**src/hdl/cwmf_pkg.sv**
```systemverilog
// Package: shared types and constants of the cross window median filter
`timescale 1ns / 1ps
package cwmf_pkg;
   localparam int MAX_ROWS = 128;
   localparam int MAX_COLS = 128;
   localparam int MAX_RUN = 15;
   localparam int ROW_W = $clog2(MAX_ROWS);
   localparam int COL_W = $clog2(MAX_COLS);
   localparam int ADDR_W = ROW_W + COL_W;
   localparam int NSAMP = 2 * MAX_RUN;
   localparam int CNT_W = $clog2(NSAMP + 1);
   localparam int QDEPTH = 4;
   localparam int QPTR_W = $clog2(QDEPTH);

   localparam logic [2:0] REG_ROWS = 3'd0;
   localparam logic [2:0] REG_COLS = 3'd1;
   localparam logic [2:0] REG_VLEN = 3'd2;
   localparam logic [2:0] REG_HLEN = 3'd3;
   localparam logic [2:0] REG_RANC = 3'd4;
   localparam logic [2:0] REG_CANC = 3'd5;
   localparam logic [2:0] REG_RPOS = 3'd6;
   localparam logic [2:0] REG_CPOS = 3'd7;

   typedef enum logic {CMD_WRITE = 1'b0, CMD_QUERY = 1'b1} cmd_type;

   typedef struct packed {
      cmd_type         cmd;
      logic [6:0]      row;
      logic [6:0]      col;
      logic [23:0]     pix;
   } item_type;

   typedef struct packed {
      logic [7:0] image_rows;
      logic [7:0] image_cols;
      logic [3:0] vlen;
      logic [3:0] hlen;
      logic [3:0] ranc;
      logic [3:0] canc;
      logic [3:0] rpos;
      logic [3:0] cpos;
   } cfg_type;

   typedef enum logic [2:0] {
      ST_IDLE, ST_CENTRE, ST_FETCH, ST_DRAIN, ST_SORT, ST_PICK, ST_DONE
   } state_type;

   function automatic logic [9:0] px_sum(input logic [23:0] p);
      px_sum = 10'(p[7:0]) + 10'(p[15:8]) + 10'(p[23:16]);
   endfunction
endpackage

```
**src/hdl/cwmf_front.sv**
```systemverilog
// Front end: accept items and queue them for the back end
`timescale 1ns / 1ps
module cwmf_front (
   input  logic                clock,
   input  logic                reset,
   input  logic                push,
   input  cwmf_pkg::item_type  push_item,
   output logic                full,
   input  logic                pop,
   output logic                empty,
   output cwmf_pkg::item_type  head
);
   import cwmf_pkg::*;

   item_type              q_ff [QDEPTH];
   logic [QPTR_W-1:0]     wp_ff, wp_in, rp_ff, rp_in;
   logic [QPTR_W:0]       cnt_ff, cnt_in;

   assign full = cnt_ff == (QPTR_W+1)'(QDEPTH);
   assign empty = cnt_ff == '0;
   assign head = q_ff[rp_ff];

   always_comb begin
      wp_in = push ? wp_ff + 1'b1 : wp_ff;
      rp_in = pop ? rp_ff + 1'b1 : rp_ff;
      cnt_in = cnt_ff + (QPTR_W+1)'(push) - (QPTR_W+1)'(pop);
   end

   always_ff @(posedge clock) begin
      if (reset) begin
         wp_ff <= '0;
         rp_ff <= '0;
         cnt_ff <= '0;
      end else begin
         wp_ff <= wp_in;
         rp_ff <= rp_in;
         cnt_ff <= cnt_in;
      end
   end

   always_ff @(posedge clock) begin
      if (push) begin
         q_ff[wp_ff] <= push_item;
      end
   end
endmodule

```
**config.mk**
```make
export PLATFORM = sky130hd
export DESIGN_NAME = cwmf_front
export DESIGN_NICKNAME = d
export VERILOG_FILES = /design/src/hdl/cwmf_pkg.sv /design/src/hdl/cwmf_front.sv
export SDC_FILE = /design/constraint.sdc
export NUM_CORES = 1
export LEC_CHECK = 0
export ABC_AREA = 1
export BUFFER_PORTS_ARGS = -buffer_cell sky130_fd_sc_hd__buf_2
export CAP_MARGIN = 20
export CORE_UTILIZATION = 55
export CTS_BUF_LIST = sky130_fd_sc_hd__clkbuf_4
export DETAILED_ROUTE_END_ITERATION = 8
export GPL_ROUTABILITY_DRIVEN = 0
export PLACE_DENSITY = 0.76
export SYNTH_ARGS = -nofsm -noshare
export SYNTH_HDL_FRONTEND = slang
export SYNTH_SLANG_ARGS = --single-unit
```
**constraint.sdc**
```tcl
create_clock -name clock -period 4.25 [get_ports clock]
set_input_delay 0.85 -clock clock [delete_from_list [all_inputs] [get_ports clock]]
set_output_delay 0.85 -clock clock [all_outputs]
set_load 0.02 [all_outputs]
```
==> impl_metrics.tcl <==
set metrics [dict create \
    leakagePower_nw 2.93 \
    synth-simple-area-share_pct 5.27 \
    ff2ff_path_depth 4 \
    whs_path_depth 2 \
    antenna_found_initial 1 \
    r2r-start "wp_ff[0]" \
    slew_headroom_pct 32.0 \
    numCtsBuffers 17 \
    hold_path_startpoint "reset" \
    dieArea_sq_mm 0.0124 \
    hpwlAfterDp_um 6300 \
    slowest_delay_ns 0.98 \
    violations "DRC" \
    clock_latency_ns 0.55 \
    tns_ns 0 \
    fin_crit_sh_pct 77.4 \
    r2r-end "q_ff[0][7]" \
    synth.area.mux_share_pct 0 \
    power.clock.fraction_pct 31.4 \
    critical_path.top_delay_family "flip-flops" \
    syn_inst 512 \
    cts_root_buf "clkbuf_4" \
    hold_viol 0 \
    vias_per_cell 5.12 \
    dr_total_vias 3837 \
    status "finished with violations" \
    hold_path_end "cnt_ff[1]" \
    hold_path.class "in2reg" \
    grt_usage_pct 18.4 \
    rsz0062_at_grt "false" \
    io_buffers 83 \
    layout.area.seq_sq_mm 0.00487 \
    dp_slack_ns 1.56 \
    dieWidth_um 112 \
    areaGrowthSynthToFinish_pct 11.6 \
    crit_buf_inv 2 \
    drv_slew 0 \
    crit_path_start_kind "flop" \
    final_antenna_net_count 0 \
    grt_max_degree 102 \
    synth_area_sq_mm 0.00660 \
    synth-seq-cells 165 \
    cp.arrival_ns 2.44 \
    synth-compound-area-share_pct 11.1 \
    cp_slowest_cell "dfxtp_4" \
    ys_seq_area_share_pct 73.7 \
    p_sw_share_pct 24.4 \
    netlist.area_leader.share_pct 71.0 \
    die_h_um 112 \
    cp_max_fo 101 \
    synth_largest_area_cell "edfxtp_1" \
    setup_violations 0 \
    pwr-share-seq_pct 57.8 \
    grt_pass1_wl_um 16800 \
    grt-ovfl-total 0 \
    initial_utilization_pct 57.1 \
    ff2ff_setup_slack_ns 2.46 \
    p_comb_share_pct 10.8 \
    syn_nets 562 \
    nets 642 \
    synthAdderAreaFrac_pct 1.44 \
    period_minus_slack_ns 3.29 \
    cts_tree "done" \
    rows 39 \
    synth_top_family_by_area "compound AO/OA/AOI/OAI gates" \
    drv_cap 0 \
    routed_wl_um 10900 \
    crit_chain "buf_4 -> a21oi_1 -> o21ai_0 -> nand2_1 -> buf_2" \
    fill_cells 884 \
    p_int_mw 2.49 \
    fin_ws_ns 0.962 \
    post_cts_buffers 0 \
    finalClockSkew_ns 0.00996 \
    drt_iter0_drc 194 \
    cellPowerDensity_mw_per_mm2 447 \
    drt_first_pass_iters 7 \
    core-area_sq_mm 0.0116 \
    synth.avg_cell_area_sq_um 12.9 \
    synth_warnings 0 \
    criticalPathCategory "reg2out" \
    wl_per_cell_um 14.5 \
    worstMarginPinSlew_ns 1.02 \
    yosysUniqueCellTypes 17 \
    post-route-drc-count 4 \
    yosys-top-cells-area "edfxtp_1, inv_1, nand2_1, o211ai_1, a21oi_1" \
    holdWs_ns 0.473 \
    path_clk_slew_ns 0.13 \
    synthXorXnorAreaFrac_pct 0 \
    grt_pass1_vias 3545 \
    required_ns 3.40 \
    clock.fmax_mhz 304 \
    multi_input_area_sq_mm 0.00118 \
    peakVddDrop_mv 0.244 \
    htreeDepth 4 \
    num_io_pins 84 \
    drive_gt1_share_pct 20.5 \
    cts_hold_buf 0 \
    max-clock-path-buffers 2 \
    cts_sinks 165 \
    end_kind "output pin" \
    p_switching_mw 0.803 \
    cts_resized 0 \
]
cell families after synthesis:
| logic type | after synthesis |
|---|---|
| AO/OA/AOI/OAI | 127 |
| adder cells (fa/ha/maj) | 7 |
| buffers and inverters | 121 |
| flip-flops | 165 |
| AND/OR/NAND/NOR | 92 |
worst register-to-register path, cell delays in order, from the launching register on:
cell and delay (ns):
dfxtp_1 0.35, inv_1 0.12, ha_1 0.17, nand2_1 0.06, inv_2 0.71
registers in the layout, indices dropped and copies added, names as in the netlist, named ones only:
name	flops
wp_ff	2
cnt_ff	3
q_ff	156
rp_ff	2
cell usage after synthesis, drive strengths merged:
cell,n
nor2,4
o21ai,43
edfxtp,156
fa,1
o211ai,39
nor3,1
inv,95
dfxtp,9
nand2,86
ha,6
clkbuf,1
a21oi,45
buf,25
nand3,1
through the flow:
stage                     std cells  cell area [sq um]  power, mW  utilization [%]
after floorplan                 512               6600       2.18                -
after global placement          716               7030       2.29             60.8
after detailed placement        716               7030       2.30             60.8
after CTS                       748               7360       3.32             63.7
after global routing            749               7370       3.43             63.7
final                           749               7370       3.29             63.7
area by class of cell:
class,count,share of cell area [%]
Inverter,95,4.84
Clock inverter,15,2.85
Sequential cell,165,66.1
Clock buffer,17,1.73
Antenna cell,1,0.0340
Multi-Input combinational cell,226,16.0
Timing Repair Buffer,87,6.05
Tap cell,143,2.43
worst max-delay path by stage:
stage | startpoint | endpoint | cells after the start
global placement | flop | head[26] | 5
floorplan | push | q_ff[0][0] | 2
CTS | flop | head[0] | 5
global route | flop | head[26] | 5
detailed placement | flop | head[1] | 5
finish | flop | head[1] | 5
placed cells by master, fill, tap and decap left out:
cell,synthesis,routed
edfxtp_1,156,156
inv_1,95,91
nand2_1,86,86
buf_2,9,83
a21oi_1,45,45
o211ai_1,39,39
o21ai_0,36,36
clkbuf_4,0,17
o21ai_1,7,7
dfxtp_1,9,7
ha_1,6,6
clkinv_2,0,5
bufinv_16,0,5
inv_2,0,4
nor2_1,4,4
buf_4,7,4
clkinvlp_4,0,3
diode_2,0,1
nor3_1,1,1
nand3_1,1,1
fa_1,1,1
dfxtp_4,0,1
dfxtp_2,0,1
inv_6,0,1
clkinv_1,0,1
per-layer routing:
metal  wire [um]  global-route usage (%)  vias up
met5           0                       0        -
met3         629                    5.72       15
li1            -                       -     1931
met4         195                    10.4        0
met2        5320                    30.5       87
met1        4720                    21.5     1804
power by group through the flow:
stage | registers [mW] | logic [mW] | clock network, mW
2_1_floorplan | 1.91 | 0.268 | 0
3_3_place_gp | 1.94 | 0.348 | 0
3_5_place_dp | 1.94 | 0.359 | 0
4_1_cts | 1.91 | 0.360 | 1.05
5_1_grt | 1.91 | 0.394 | 1.12
6_report | 1.90 | 0.355 | 1.04
No activity file was read; power rests on OpenSTA's default activity.
